## src/design/lrmc_pkg.sv

```systemverilog
package lrmc_pkg;

    // Window / payload defaults
    localparam int WINDOW_DEF        = 250;
    localparam int PAYLOAD_BYTES_DEF = 320;

    // Fixed field widths
    localparam int PCT_W      = 7;
    localparam int BYTES_W    = 31;
    localparam int LOSS_W     = 8;
    localparam int FRAME_W    = 25;
    localparam int CFG_IDX_W  = 3;
    localparam int CFG_DATA_W = 31;

    // Percent scale for the loss compare
    localparam int PCT_FULL = 100;

    // Register indexes
    localparam logic [CFG_IDX_W-1:0] CFG_UP_ONE_TWO     = 3'd0;
    localparam logic [CFG_IDX_W-1:0] CFG_DOWN_TWO_ONE   = 3'd1;
    localparam logic [CFG_IDX_W-1:0] CFG_UP_TWO_THREE   = 3'd2;
    localparam logic [CFG_IDX_W-1:0] CFG_DOWN_THREE_TWO = 3'd3;
    localparam logic [CFG_IDX_W-1:0] CFG_MODE_ONE_BYTES = 3'd4;
    localparam logic [CFG_IDX_W-1:0] CFG_MODE_TWO_BYTES = 3'd5;
    localparam logic [CFG_IDX_W-1:0] CFG_MODE_THREE_BYTES = 3'd6;

    // Register reset values
    localparam logic [PCT_W-1:0] UP_ONE_TWO_RST     = 7'd15;
    localparam logic [PCT_W-1:0] DOWN_TWO_ONE_RST   = 7'd10;
    localparam logic [PCT_W-1:0] UP_TWO_THREE_RST   = 7'd30;
    localparam logic [PCT_W-1:0] DOWN_THREE_TWO_RST = 7'd25;

    typedef enum logic [1:0] {
        MODE_ONE   = 2'd1,
        MODE_TWO   = 2'd2,
        MODE_THREE = 2'd3
    } t_mode;

    typedef struct packed {
        logic [BYTES_W-1:0] one;
        logic [BYTES_W-1:0] two;
        logic [BYTES_W-1:0] three;
    } t_frame_limits;

endpackage

```

## src/design/lrmc_cell.sv

```systemverilog
module lrmc_cell
    import lrmc_pkg::*;
(
    input  logic i_clk,
    input  logic i_rst_n,
    input  logic i_shift,
    input  logic i_bit,
    output logic o_bit
);

    logic r_bit;

    always_ff @(posedge i_clk) begin
        if (!i_rst_n) begin
            r_bit <= 1'b0;
        end else if (i_shift) begin
            r_bit <= i_bit;
        end
    end

    assign o_bit = r_bit;

endmodule

```

## src/design/lrmc_window.sv

```systemverilog
module lrmc_window
    import lrmc_pkg::*;
#(
    parameter int WINDOW = WINDOW_DEF,
    localparam int SUM_W = $clog2(WINDOW + 1)
) (
    input  logic             i_clk,
    input  logic             i_rst_n,
    input  logic             i_shift,
    input  logic             i_bit,
    output logic [SUM_W-1:0] o_sum_next
);

    // w_chain[k] feeds cell k; the last tap is the outcome leaving the window
    logic [WINDOW:0]  w_chain;
    logic [SUM_W-1:0] r_sum;
    logic [SUM_W-1:0] n_sum;

    assign w_chain[0] = i_bit;

    for (genvar k = 0; k < WINDOW; k++) begin : g_cell
        lrmc_cell u_cell (
            .i_clk   (i_clk),
            .i_rst_n (i_rst_n),
            .i_shift (i_shift),
            .i_bit   (w_chain[k]),
            .o_bit   (w_chain[k+1])
        );
    end

    assign n_sum = r_sum - SUM_W'(w_chain[WINDOW]) + SUM_W'(i_bit);

    always_ff @(posedge i_clk) begin
        if (!i_rst_n) begin
            r_sum <= '0;
        end else if (i_shift) begin
            r_sum <= n_sum;
        end
    end

    assign o_sum_next = n_sum;

endmodule

```

## src/design/lrmc_frame.sv

```systemverilog
module lrmc_frame
    import lrmc_pkg::*;
#(
    parameter int PAYLOAD_BYTES = PAYLOAD_BYTES_DEF
) (
    input  logic               i_clk,
    input  logic               i_rst_n,
    input  logic               i_advance,
    input  t_mode              i_mode,
    input  t_frame_limits      i_limits,
    output logic [FRAME_W-1:0] o_frame_next
);

    localparam int STRIDE_W = $clog2(PAYLOAD_BYTES + 1);
    localparam int PROD_W   = FRAME_W + STRIDE_W;
    localparam int CMP_W    = (PROD_W > BYTES_W) ? PROD_W : BYTES_W;

    localparam logic [PROD_W-1:0] STRIDE_ONE   = PROD_W'(PAYLOAD_BYTES);
    localparam logic [PROD_W-1:0] STRIDE_TWO   = PROD_W'(PAYLOAD_BYTES / 2);
    localparam logic [PROD_W-1:0] STRIDE_THREE = PROD_W'(PAYLOAD_BYTES / 4);

    // r_off_* track (frame + 1) * stride for each mode, so no multiplier
    logic [FRAME_W-1:0] r_frame;
    logic [PROD_W-1:0]  r_off_one, r_off_two, r_off_three;
    logic [PROD_W-1:0]  w_off;
    logic [BYTES_W-1:0] w_limit;
    logic               w_wrap;
    logic [FRAME_W-1:0] n_frame;

    always_comb begin
        unique case (i_mode)
            MODE_TWO: begin
                w_off   = r_off_two;
                w_limit = i_limits.two;
            end
            MODE_THREE: begin
                w_off   = r_off_three;
                w_limit = i_limits.three;
            end
            default: begin
                w_off   = r_off_one;
                w_limit = i_limits.one;
            end
        endcase
    end

    // counter at its top wraps like a 25-bit register
    assign w_wrap  = (CMP_W'(w_off) >= CMP_W'(w_limit)) || (r_frame == '1);
    assign n_frame = w_wrap ? '0 : r_frame + FRAME_W'(1);

    always_ff @(posedge i_clk) begin
        if (!i_rst_n) begin
            r_frame     <= '0;
            r_off_one   <= STRIDE_ONE;
            r_off_two   <= STRIDE_TWO;
            r_off_three <= STRIDE_THREE;
        end else if (i_advance) begin
            r_frame <= n_frame;
            if (w_wrap) begin
                r_off_one   <= STRIDE_ONE;
                r_off_two   <= STRIDE_TWO;
                r_off_three <= STRIDE_THREE;
            end else begin
                r_off_one   <= r_off_one + STRIDE_ONE;
                r_off_two   <= r_off_two + STRIDE_TWO;
                r_off_three <= r_off_three + STRIDE_THREE;
            end
        end
    end

    assign o_frame_next = n_frame;

endmodule

```

## src/design/loss_rate_mode_controller.sv

```systemverilog
// Channel  | Direction | Handshake                  | Payload
// ---------+-----------+----------------------------+------------------------------------
// in       | input     | i_in_valid / o_in_ready    | i_packet_lost
// out      | output    | o_out_valid / i_out_ready  | o_loss_count, o_next_mode,
//          |           |                            | o_next_frame
// cfg      | input     | i_cfg_wr_en (no wait)      | i_cfg_idx, i_cfg_data
//
// One item per cycle while the output is not stalled; the result is registered at the
// accept edge, valid the next cycle. Window, running sum, mode and frame counter all
// update at that edge, so items can follow back to back.
// Reset (synchronous, active low) clears every history cell, sum, frame and output valid;
// mode returns to 1 and the thresholds to their defaults.
// A stalled output holds its item; input is taken while the output is empty or draining.
module loss_rate_mode_controller
    import lrmc_pkg::*;
#(
    parameter int WINDOW        = WINDOW_DEF,
    parameter int PAYLOAD_BYTES = PAYLOAD_BYTES_DEF
) (
    input  logic                  i_clk,
    input  logic                  i_rst_n,
    // packet outcomes
    input  logic                  i_in_valid,
    output logic                  o_in_ready,
    input  logic                  i_packet_lost,
    // results
    output logic                  o_out_valid,
    input  logic                  i_out_ready,
    output logic [LOSS_W-1:0]     o_loss_count,
    output logic [1:0]            o_next_mode,
    output logic [FRAME_W-1:0]    o_next_frame,
    // register writes
    input  logic                  i_cfg_wr_en,
    input  logic [CFG_IDX_W-1:0]  i_cfg_idx,
    input  logic [CFG_DATA_W-1:0] i_cfg_data
);

    localparam int SUM_W = $clog2(WINDOW + 1);
    // sum*100 and pct*WINDOW both stay below 2^(SUM_W+7)
    localparam int CMP_W = SUM_W + PCT_W;

    // ---------------------------------------------------------------
    // Registers
    // ---------------------------------------------------------------
    logic [PCT_W-1:0] r_up_one_two;
    logic [PCT_W-1:0] r_down_two_one;
    logic [PCT_W-1:0] r_up_two_three;
    logic [PCT_W-1:0] r_down_three_two;
    t_frame_limits    r_limits;

    always_ff @(posedge i_clk) begin
        if (!i_rst_n) begin
            r_up_one_two     <= UP_ONE_TWO_RST;
            r_down_two_one   <= DOWN_TWO_ONE_RST;
            r_up_two_three   <= UP_TWO_THREE_RST;
            r_down_three_two <= DOWN_THREE_TWO_RST;
            r_limits         <= '0;
        end else if (i_cfg_wr_en) begin
            unique case (i_cfg_idx)
                CFG_UP_ONE_TWO:       r_up_one_two     <= i_cfg_data[PCT_W-1:0];
                CFG_DOWN_TWO_ONE:     r_down_two_one   <= i_cfg_data[PCT_W-1:0];
                CFG_UP_TWO_THREE:     r_up_two_three   <= i_cfg_data[PCT_W-1:0];
                CFG_DOWN_THREE_TWO:   r_down_three_two <= i_cfg_data[PCT_W-1:0];
                CFG_MODE_ONE_BYTES:   r_limits.one     <= i_cfg_data[BYTES_W-1:0];
                CFG_MODE_TWO_BYTES:   r_limits.two     <= i_cfg_data[BYTES_W-1:0];
                CFG_MODE_THREE_BYTES: r_limits.three   <= i_cfg_data[BYTES_W-1:0];
                default: ;  // unused index, write dropped
            endcase
        end
    end

    // ---------------------------------------------------------------
    // Handshake
    // ---------------------------------------------------------------
    logic r_out_valid;
    logic w_in_fire;

    assign o_in_ready = !r_out_valid || i_out_ready;
    assign w_in_fire  = i_in_valid && o_in_ready;

    // ---------------------------------------------------------------
    // Loss window: one cell per outcome, shifting on each accepted item
    // ---------------------------------------------------------------
    logic [SUM_W-1:0] w_sum_next;

    lrmc_window #(
        .WINDOW (WINDOW)
    ) u_window (
        .i_clk      (i_clk),
        .i_rst_n    (i_rst_n),
        .i_shift    (w_in_fire),
        .i_bit      (i_packet_lost),
        .o_sum_next (w_sum_next)
    );

    // ---------------------------------------------------------------
    // Mode state with hysteresis; loss% vs pct done as sum*100 vs pct*WINDOW
    // ---------------------------------------------------------------
    t_mode            r_mode;
    t_mode            n_mode;
    logic [CMP_W-1:0] w_loss_scaled;

    assign w_loss_scaled = CMP_W'(w_sum_next) * CMP_W'(PCT_FULL);

    function automatic logic [CMP_W-1:0] pct_scaled(input logic [PCT_W-1:0] pct);
        return CMP_W'(pct) * CMP_W'(WINDOW);
    endfunction

    always_comb begin
        unique case (r_mode)
            MODE_TWO: begin
                if (w_loss_scaled <= pct_scaled(r_down_two_one)) begin
                    n_mode = MODE_ONE;
                end else if (w_loss_scaled >= pct_scaled(r_up_two_three)) begin
                    n_mode = MODE_THREE;
                end else begin
                    n_mode = MODE_TWO;
                end
            end
            MODE_THREE: begin
                n_mode = (w_loss_scaled <= pct_scaled(r_down_three_two)) ? MODE_TWO
                                                                          : MODE_THREE;
            end
            default: begin
                n_mode = (w_loss_scaled >= pct_scaled(r_up_one_two)) ? MODE_TWO : MODE_ONE;
            end
        endcase
    end

    // ---------------------------------------------------------------
    // Frame counter, stepped with the mode in force for this item
    // ---------------------------------------------------------------
    logic [FRAME_W-1:0] w_frame_next;

    lrmc_frame #(
        .PAYLOAD_BYTES (PAYLOAD_BYTES)
    ) u_frame (
        .i_clk        (i_clk),
        .i_rst_n      (i_rst_n),
        .i_advance    (w_in_fire),
        .i_mode       (r_mode),
        .i_limits     (r_limits),
        .o_frame_next (w_frame_next)
    );

    // ---------------------------------------------------------------
    // State and output register
    // ---------------------------------------------------------------
    logic [LOSS_W-1:0]  r_loss_count;
    t_mode              r_next_mode;
    logic [FRAME_W-1:0] r_next_frame;

    always_ff @(posedge i_clk) begin
        if (!i_rst_n) begin
            r_mode       <= MODE_ONE;
            r_out_valid  <= 1'b0;
            r_loss_count <= '0;
            r_next_mode  <= MODE_ONE;
            r_next_frame <= '0;
        end else begin
            if (w_in_fire) begin
                r_mode       <= n_mode;
                r_loss_count <= LOSS_W'(w_sum_next);
                r_next_mode  <= n_mode;
                r_next_frame <= w_frame_next;
            end
            if (w_in_fire) begin
                r_out_valid <= 1'b1;
            end else if (i_out_ready) begin
                r_out_valid <= 1'b0;
            end
        end
    end

    assign o_out_valid  = r_out_valid;
    assign o_loss_count = r_loss_count;
    assign o_next_mode  = r_next_mode;
    assign o_next_frame = r_next_frame;

    // ---------------------------------------------------------------
    // Assertions
    // ---------------------------------------------------------------
    a_result_follows: assert property (@(posedge i_clk) disable iff (!i_rst_n)
        w_in_fire |=> r_out_valid)
        else $error("accepted item left no result");

    a_no_mode_skip: assert property (@(posedge i_clk) disable iff (!i_rst_n)
        (w_in_fire && r_mode == MODE_ONE) |=> (r_mode != MODE_THREE))
        else $error("mode jumped from 1 to 3");

    a_sum_bounded: assert property (@(posedge i_clk) disable iff (!i_rst_n)
        w_sum_next <= SUM_W'(WINDOW))
        else $error("loss sum exceeds window");

endmodule
```

## config.mk

```make
export PLATFORM = sky130hd
export DESIGN_NAME = loss_rate_mode_controller
export DESIGN_NICKNAME = d
export VERILOG_FILES = /design/src/design/lrmc_pkg.sv /design/src/design/lrmc_cell.sv /design/src/design/lrmc_window.sv /design/src/design/lrmc_frame.sv /design/src/design/loss_rate_mode_controller.sv
export SDC_FILE = /design/constraint.sdc
export NUM_CORES = 1
export LEC_CHECK = 0
export ABC_AREA = 1
export BUFFER_PORTS_ARGS = -buffer_cell sky130_fd_sc_hd__buf_4
export CORE_ASPECT_RATIO = 1.2
export CORE_MARGIN = 2
export CORE_UTILIZATION = 35
export DETAILED_ROUTE_END_ITERATION = 6
export REMOVE_ABC_BUFFERS = 1
export SLEW_MARGIN = 20
export SYNTH_ARGS = -nofsm -noshare
export SYNTH_HDL_FRONTEND = slang
export SYNTH_SLANG_ARGS = --single-unit
```

## constraint.sdc

```tcl
create_clock -name i_clk -period 9.35 [get_ports i_clk]
set_input_delay 1.4025 -clock i_clk [delete_from_list [all_inputs] [get_ports i_clk]]
set_output_delay 1.4025 -clock i_clk [all_outputs]
set_load 0.01 [all_outputs]
```

After elaboration in Yosys (flattened, before gate mapping)
Index checks and enable logic that the tools add are counted.

cells by class
  add/sub/neg operators = 6
  equality and inequality tests = 9
  muxes and demuxes = 13
  magnitude comparators = 5
  reductions and logical operators = 13
  multipliers = 5

operator list
  kind                   count
  $mux 34                3
  $pmux 34 s2            1
  $pmux 31 s2            1
  $mul 7x7->14 const B   4
  $add 34x7->34 const B  1
  $add 34x8->34 const B  1
  $add 34x9->34 const B  1
  $ge 34x31->1           1
  $ge 15x15->1           2
  $le 15x15->1           2
  $add 25x1->25 const B  1
  $eq 25x25->1 const B   1
  $mux 25                1
  $reduce_and 2->1       7
  $mul 8x5->13 const B   1
  $eq 3x3->1 const B     3
  $add 8x1->8            1
  $sub 8x1->8            1
  $eq 3x2->1 const B     2
  $eq 2x2->1 const B     2
  $mux 1                 4
  $mux 2                 2
  $pmux 2 s2             1
  $eq 3x1->1 const B     1
  other kinds (5)        6

word-level totals
  bits in registers = 509
  word-level logic and storage cells = 315
  output and inout bits = 37
  bits of input ports = 40

Depth between registers and ports, before layout
  depth in word-level cells = 7
  mapped depth = 32

Cells and area by module
A second synthesis with hierarchy kept.

unflattened totals
  cells, all modules = 4266
  area total of the unflattened synthesis = 30785.8 µm²

modules (own cells, without submodules)
  module                     cells each  seq. area each (µm²)  instances  area each (µm²)
  loss_rate_mode_controller  1524        3143.0                1          12189.2
  lrmc_cell                  6           20.0                  250        41.3
  lrmc_frame                 1137        2242.2                1          7586.0
  lrmc_window                105         160.2                 1          688.2

Worst setup path after synthesis
No wires, ideal clock.

  kind = input to register
  start point = input port i_packet_lost
  end point = register r_next_mode[1], in the netlist o_next_mode[1]
  arrival time = 5.522 ns
  setup time = 0.129 ns
  stages = 24
  path slack = 3.700 ns
  required time = 9.221 ns
  path through = ha_1 -> fa_1 -> xor2_1 -> ha_1 -> ha_1 -> fa_1 -> ha_1 -> a21oi_1 -> nand2_1 -> a21oi_1 -> o21bai_1 -> nand2_1 -> nand2_1 -> a21oi_1 -> xnor2_1 -> ha_1 -> nand2_1 -> o21ai_0 -> a21oi_1 -> nand2_1 -> o21ai_0 -> nand2_1 -> nand2_1 -> a21oi_1

between the ends
  cells in the longest elaborated chain, start to end = 5

ends and longest elaborated chain
  item                                          line                                                                source
  start, declared                               loss_rate_mode_controller.sv:25                                     input logic i_packet_lost,
  $add 8x1->8 *                                 lrmc_window.sv:31                                                   assign n_sum = r_sum - SUM_W'(w_chain[WINDOW]) + SUM_W'(i_bit);
  via u_window.o_sum_next[2]                    lrmc_window.sv:11                                                   output logic [SUM_W-1:0] o_sum_next
  $mul 8x5->13 *                                loss_rate_mode_controller.sv:103                                    assign w_loss_scaled = CMP_W'(w_sum_next) * CMP_W'(PCT_FULL);
  $ge 15x15->1 or $le 15x15->1 (tied branches)  loss_rate_mode_controller.sv:125, loss_rate_mode_controller.sv:112
  $mux 2, on equally long branches              loss_rate_mode_controller.sv:125, loss_rate_mode_controller.sv:112
  $pmux 2 s2 *                                  loss_rate_mode_controller.sv:110                                    unique case (r_mode)
  end signal, assigned                          loss_rate_mode_controller.sv:164                                    r_next_mode <= n_mode;
  end, declared                                 loss_rate_mode_controller.sv:150                                    t_mode r_next_mode;

Mark *: on every way through the listed nets, which the timed path passes. The rest lies on a longest branch.
A chain may end at the register's enable or synchronous reset.

Worst setup path after layout
Ends and elaborated chain as after synthesis.

==> run metrics <==
cell count after synthesis 3549; pin count of the biggest net entering global routing 173; clock skew 39.0 ps; nets 3925; multi-input logic area 0.0160 sq mm; Setup Viol. Count Final 0; pwr dens 305 mW/mm^2; Yosys cell types 50; fin area 0.0311 sq mm; CP required 9850 ps; post-cts sizing count 0; status complete, no violations; commonest register cell after synthesis dfxtp_1; die footprint 0.0818 sq mm; DR iter-0 viols 1379; Syn Area/Cell 7.84 sq um; unrepaired setup endpoints after global routing no; Synth area leader dfxtp_1; switching share of power 42.4%; register share of total power 24.6%; Synth Cell Area 0.0278 sq mm; sequential share of the synthesized area 35.5%; ant diodes 0; worst reg-to-reg path cell count 27; switching power 4.01 mW; Setup crit start kind primary input; H-tree level count 2; GP Congestion 0.857; Arrival @ worst endpoint 6410 ps; Min Hold Slack 473 ps; Area Growth Syn to Fin 11.6%; Hold Buf Count CTS 0; Core Area 0.0790 sq mm; Comb pwr share 51.7%; number of global-route vias before repair 21300; worst-path fanout max 7; max_cap viols 0; routed length per instance 13.9 um; Post-synth EDFFs 0; DP HPWL 44700 um; initial antenna violation count 0; fin util 39.3%; top cells by area, synth dfxtp_1 36%, ha_1 12%, nor2_1 11%; CP Class in -> reg; row count 113; synthesis-stage register bit count 494; Final Cycle Share 63.3%; CTS root buf clkbuf_16; Worst Setup End Kind flop; Worst-Margin Slew 956 ps; post-placement cell area 0.0292 sq mm; clock-pin slew on the worst setup and hold paths 60 ps; worst hold path depth 2; most frequent cells after synthesis 836 x nor2_1, 494 x dfxtp_1, 410 x o21ai_0; I/O Buffers 76; Max Slew Vio Count 0; fin crit period 5920 ps; gr usage total 15.8%; CTS tree yes; worst skew pair latency 640 ps; fraction of registers with async set/reset 0%; total CTS buffers 55; Hold Crit Class reg -> reg; DRT Pass-1 Iters 5; Peak VDD IR 359 uV; f_max 169 MHz; drc violations 0; CTS sink cnt 494; number of fill cells in the layout 8056; clock share of power 23.8%; Die Width 261 um; I/O Pins 77; Sequential Area 0.00989 sq mm; Max-slew headroom 36.3%; Initial Utilization 35.2%; vias per cell 4.83; chip height 313 um; Final Hold Viols 0; Leak 13.7 nW; Final Total Pwr 9.47 mW; share of layout cells above drive strength 1 9.15%; Routed WL 64600 um; post-synth top area share 35.5%; Clock Tree Buf Depth 3; first-pass GRT wire length 107000 um; Setup Buffers After CTS 0; GRT overflow 0; Final ANT Viol Nets 0; yosys warns 0; Internal 5.45 mW; most frequent cell after synthesis nor2_1; vias after detailed routing 22400
[cell type report]
class	instances	share of cell area, %
Timing Repair Buffer	98	2.43
Sequential cell	494	31.8
Multi-Input combinational cell	2562	51.4
Tap cell	1035	4.17
Clock buffer	77	5.09
Clock inverter	24	0.990
Inverter	340	4.13
[cells in the final DEF (no fill, tap or decap), drive strengths merged, types with 2 or more instances in the layout]
master    instances
buf              98
nand3            87
conb              4
o2111ai           3
xor2             93
clkinvlp          3
nor4             10
clkbuf           77
o21a              2
a31oi             7
xnor2            41
o211ai           11
and3              2
nand3b            2
nor3b             3
o21bai            7
fa               76
bufinv            5
mux2i             2
dfxtp           494
or2              33
o21ai           410
ha              258
a21oi           123
o221ai           32
inv             341
nand4            39
a21o              6
nor2            922
nor3             46
nand2           310
clkinv           15
o22ai            27
[critical path, stage by stage]
cell,delay (ps)
buf_4,120
ha_1,210
fa_1,410
xor2_1,650
ha_1,360
ha_1,320
fa_1,460
ha_1,360
nand3_1,90
nand2_1,100
a21oi_1,70
o21bai_1,190
nand2_1,70
nand2_1,60
a21oi_1,60
xnor2_1,410
ha_1,330
nand2_1,80
o21ai_0,90
a21oi_1,130
nand2_1,60
o21ai_0,110
nand2_1,90
nand2_1,100
a21oi_1,60
[power groups by stage]
stage / sequential, mW / combinational (mW) / clock [mW]
floorplan: 2.37 / 3.78 / 0
global placement: 2.37 / 4.85 / 0
detailed placement: 2.37 / 4.93 / 0
CTS: 2.33 / 4.97 / 2.32
global route: 2.34 / 5.73 / 2.41
finish: 2.33 / 4.89 / 2.25
[metrics by stage]
stage,instances,TNS [ps],setup slack [ps]
2_1_floorplan,3396,-1029500,-4010
3_5_place_dp,4529,0,2750
6_report,4630,0,3430
5_1_grt,4630,0,3150
4_1_cts,4630,0,3420
3_3_place_gp,4529,0,2770
[logic make-up after synthesis]
family	share of synthesized area, %
XOR/XNOR	4.22
buffers and inverters	7.26
multiplexers	0.0719
flip-flops	35.5
AO/OA/AOI/OAI	12.3
AND/OR/NAND/NOR	23.5
other	0.0270
adder cells (fa/ha/maj)	17.1
[sequential cells by signal (all words and copies together) (netlist names), 8 cells and up]
register	flops
u_frame.r_off_one	28
r_limits	93
u_frame.r_off_three	30
u_window.g_cell.u_cell.o_bit	250
u_frame.r_off_two	29
u_frame.r_frame	25
u_window.r_sum	8
[final timing paths]
path	startpoint	endpoint	slack [ps]
hold reg to reg	u_window.g_cell[76].u_cell.o_bit	u_window.g_cell[76].u_cell.o_bit	470
setup reg to reg	u_window.r_sum[0]	o_next_mode[1]	3640
hold / removal	u_window.g_cell[76].u_cell.o_bit	u_window.g_cell[76].u_cell.o_bit	470
setup / recovery	i_packet_lost	o_next_mode[1]	3430
[layer usage]
| metal | global-route usage [%] | wire length (um) | up-vias |
|---|---|---|---|
| li1 | - | - | 11500 |
| met1 | 20.8 | 30000 | 10400 |
| met2 | 26.6 | 30600 | 301 |
| met3 | 2.36 | 2340 | 101 |
| met4 | 4.49 | 1600 | 0 |
| met5 | 0 | 0 | - |
(Power assumes the default switching activity.)
